**src/hw/rtl/rpn_pkg.sv**
```systemverilog
`timescale 1ns / 1ps
// ----------------------------------------------------------------------------
// rpn_pkg
// Shared types and constants of the reverse Polish calculator.
// ----------------------------------------------------------------------------
package rpn_pkg;

  localparam int STACK_DEPTH = 128;
  localparam int CNT_W       = $clog2(STACK_DEPTH + 1);
  localparam int DIV_STEPS   = 48;
  localparam int STEP_W      = $clog2(DIV_STEPS + 1);

  typedef enum logic [2:0] {
    KIND_PUSH    = 3'd0,
    KIND_ADD     = 3'd1,
    KIND_SUB     = 3'd2,
    KIND_MUL     = 3'd3,
    KIND_DIV     = 3'd4,
    KIND_REM     = 3'd5,
    KIND_PRINT   = 3'd6,
    KIND_UNKNOWN = 3'd7
  } kind_t;

  typedef enum logic [1:0] {
    SHIFT_HOLD = 2'd0,
    SHIFT_PUSH = 2'd1,
    SHIFT_POP  = 2'd2
  } shift_op_t;

  typedef enum logic [3:0] {
    ST_IDLE, ST_POP_B, ST_POP_A, ST_EXEC, ST_MUL, ST_DIV, ST_DIV_DONE, ST_PUSH,
    ST_OUT
  } state_t;

  typedef struct packed {
    shift_op_t          op;
    logic signed [31:0] push_data;
  } shift_ctl_t;

endpackage

```
**src/hw/rtl/rpn_cell.sv**
```systemverilog
`timescale 1ns / 1ps
// ----------------------------------------------------------------------------
// rpn_cell
// One stack entry: loads from the cell above on push, from below on pop.
// ----------------------------------------------------------------------------
module rpn_cell (
  input  logic               clk,
  input  rpn_pkg::shift_op_t op,
  input  logic signed [31:0] from_up,
  input  logic signed [31:0] from_down,
  output logic signed [31:0] value
);

  always_ff @(posedge clk) begin
    case (op)
      rpn_pkg::SHIFT_PUSH: value <= from_up;
      rpn_pkg::SHIFT_POP:  value <= from_down;
      default:             value <= value;
    endcase
  end

endmodule

```
**src/hw/rtl/rpn_stack.sv**
```systemverilog
`timescale 1ns / 1ps
// ----------------------------------------------------------------------------
// rpn_stack
// Shift-register stack built as a row of cells; cell 0 is the top.
// ----------------------------------------------------------------------------
module rpn_stack (
  input  logic                clk,
  input  rpn_pkg::shift_ctl_t ctl,
  output logic signed [31:0]  top
);

  localparam int N = rpn_pkg::STACK_DEPTH;

  logic signed [31:0] cells [N];

  for (genvar i = 0; i < N; i++) begin : g_cell
    logic signed [31:0] up;
    logic signed [31:0] down;
    if (i == 0) begin : g_top
      assign up = ctl.push_data;
    end else begin : g_mid
      assign up = cells[i-1];
    end
    if (i == N - 1) begin : g_bot
      assign down = 32'sd0;
    end else begin : g_in
      assign down = cells[i+1];
    end
    rpn_cell u_cell (
      .clk      (clk),
      .op       (ctl.op),
      .from_up  (up),
      .from_down(down),
      .value    (cells[i])
    );
  end

  assign top = cells[0];

endmodule

```
**config.mk**
```make
export PLATFORM = sky130hd
export DESIGN_NAME = rpn_stack
export DESIGN_NICKNAME = d
export VERILOG_FILES = /design/src/hw/rtl/rpn_pkg.sv /design/src/hw/rtl/rpn_cell.sv /design/src/hw/rtl/rpn_stack.sv
export SDC_FILE = /design/constraint.sdc
export NUM_CORES = 2
export LEC_CHECK = 0
export CAP_MARGIN = 20
export CORE_AREA = 2 2 806 808
export DETAILED_ROUTE_END_ITERATION = 6
export DIE_AREA = 0 0 808 810
export DONT_BUFFER_PORTS = 1
export PLACE_DENSITY = 0.51
export SLEW_MARGIN = 20
export SYNTH_ARGS = -nofsm -noshare
export SYNTH_HDL_FRONTEND = slang
export SYNTH_SLANG_ARGS = --single-unit
```
**constraint.sdc**
```tcl
create_clock -name clk -period 235.4 [get_ports clk]
set_clock_uncertainty 0.15 [all_clocks]
set_input_delay 47.08 -clock clk [delete_from_list [all_inputs] [get_ports clk]]
set_output_delay 47.08 -clock clk [all_outputs]
set_load 0.05 [all_outputs]
```
==> metrics.txt <==
DRC Markers 0; clk_lat worst skew 1.02 ns; max cap viols 0; Layout area overhead 11.7%; RSZ-0062 raised after global routing no; register bit total from synthesis 4,096; Hold Path Class flop to flop; Tightest Pin Transition ~1.2 ns; Total Routing Usage GR 7.05%; Post-Route WL around 240 mm; final hold violations 0; die area 0.654 mm²; CTS root buffer clkbuf_16; Antenna Nets Post-Route 0; Mapped Area 0.174 mm²; Setup Buffers After CTS 0; design area slightly below 0.2 mm²; vias in the first global route 77,100; clk buf depth 4; detailed router's first-iteration violation count around 5,200; H-Tree Level Count 5; Layout Utilization 30.0%; initial antenna violation count 5; Power Density 9.25 mW/mm²; Clock Pin Slew Worst Setup and Hold Paths 0.06 ns; drt wl/cell 13.8 µm; FMAX 18.6 MHz; Setup crit end kind flop; yosys synthesis warning count 0; Lkg Pwr 62.5 nW; hold path cells 1; Peak VDD IR 6.29 µV; critical path class primary input to flop; WP data arrival 54.26 ns; CP Max Fanout about 190; pin count of the biggest net entering global routing between 200 and 250; cts hold-fix bufs 0; clock tree from TritonCTS built; Critical Path Start Type primary input; Unique masters post-synth 8; Clock Sinks 4,096; IO Pins 67; total gr overflow 0; endpoints failing setup 0; fin crit share 22.9%; detailed-route via count 72,800; Hold Slack 0.341 ns; Rel. slew slack 19.7%; post-synthesis sequential area ratio 70.7%; ratio of cells with drive above 1 in the final layout between 50% and 60%; Final nets 8,757; Die Y 810 µm; Chip Width 808 µm; Final GP Congestion 0.665; DR vias/cell between 4 and 5; CTS resizes 0; Setup TNS Final 0 ns; Top Registers g_cell.u_cell.value x4096; area post-placement 0.181 mm²; Post-DP HPWL approximately 140 mm; global-route wire length before repair 406 mm; Core Area 0.647 mm²; WP data required around 240 ns; Detailed Routing Iterations Pass 1 5; syn nets 8,689; CTS buffer count 433; Post-Syn Area per Cell 20.1 µm²; Buffers on Ports 0; starting density of the core 26.9%; FF-to-FF path depth 1; status finished, final reports clean; crit path time final approximately 54 ns; Slew Viols, Final 0; Top reg by flops g_cell.u_cell.value; number of flip-flops under the largest register name 4,096; Rows about 300; Post-Synthesis Cells 8,652
[stage by stage]
stage / total power, W / cells / setup slack (ns)
after floorplan: 0.00137 / 8652 / 104.47
after global placement: 0.00115 / 16900 / 180.75
after detailed placement: 0.00116 / 16900 / 180.23
after CTS: 0.00183 / 17700 / 181.40
after global routing: 0.00188 / 17700 / 180.89
final: 0.00180 / 17700 / 181.57
[worst paths after layout]
path	end	slack [ns]	startpoint
max	g_cell[39].u_cell.value[21]$_DFFE_PP_	181.57	ctl[32]
min	g_cell[120].u_cell.value[17]$_DFFE_PP_	0.34	g_cell[119].u_cell.value[17]$_DFFE_PP_
max reg2reg	g_cell[1].u_cell.value[0]$_DFFE_PP_	233.94	g_cell[0].u_cell.value[0]$_DFFE_PP_
min reg2reg	g_cell[120].u_cell.value[17]$_DFFE_PP_	0.34	g_cell[119].u_cell.value[17]$_DFFE_PP_
[synthesized netlist by cell type]
cell type     n  area (µm²)
buf_2        26         130
buf_6       426        4800
clkbuf_1      4        15.0
edfxtp_1   4096      123000
ha_1          2        25.0
inv_1         2        7.51
mux2_2     4064       45800
nor2b_1      32         200
[kinds of logic (layout without fill, tap and decap cells)]
kind of cell | count (synthesis) | count (layout) | synth area share (%)
buffers and inverters | 458 | 880 | 2.85
flip-flops | 4096 | 4096 | 70.7
multiplexers | 4064 | 4064 | 26.3
AND/OR/NAND/NOR | 32 | 32 | 0.115
adder cells (fa/ha/maj) | 2 | 2 | 0.0144
other | 0 | 2 | 0
[worst max-delay path, cell delays in order]
cell	delay, ns
inv_1	0.14
ha_4	0.25
inv_8	0.68
buf_4	0.86
buf_12	0.58
buf_12	0.68
buf_4	0.90
buf_4	0.79
buf_4	0.88
buf_4	0.79
[area by class of cell]
| type | count | area, µm² |
|---|---|---|
| Fill cell | 62600 | 453000 |
| Inverter | 2 | 15.0 |
| Sequential cell | 4096 | 123000 |
| Antenna cell | 2 | 5.00 |
| Tap cell | 8642 | 10800 |
| Clock buffer | 534 | 11300 |
| Timing Repair Buffer | 89 | 948 |
| Multi-Input combinational cell | 4098 | 46000 |
| Clock inverter | 255 | 2280 |
[placed cells by master (no fill, tap or decap), drive strengths merged, types with 7 or more instances in the layout]
cell type and count:
inv 13, clkbuf 534, bufinv 28, nor2b 32, mux2 4064, buf 89
edfxtp 4096, clkinv 209, clkinvlp 7
[metal layers]
layer / global-route usage, % / routed length, µm / up-vias
met5: 0 / 11 / -
met4: 2.09 / 6160 / 2
met3: 1.43 / 9320 / 436
met2: 11.4 / 113000 / 708
met1: 9.59 / 116000 / 36900
li1: - / - / 34800
[report_power, final]
group / internal, W / switching, W / leakage (nW)
Combinational: 0.0000882 / 0.0000644 / 15.8
Clock: 0.000371 / 0.000283 / 6.61
Sequential: 0.000941 / 0.0000506 / 40.1
Total: 0.00140 / 0.000398 / 62.5
No activity file was read; power rests on OpenSTA's default activity.
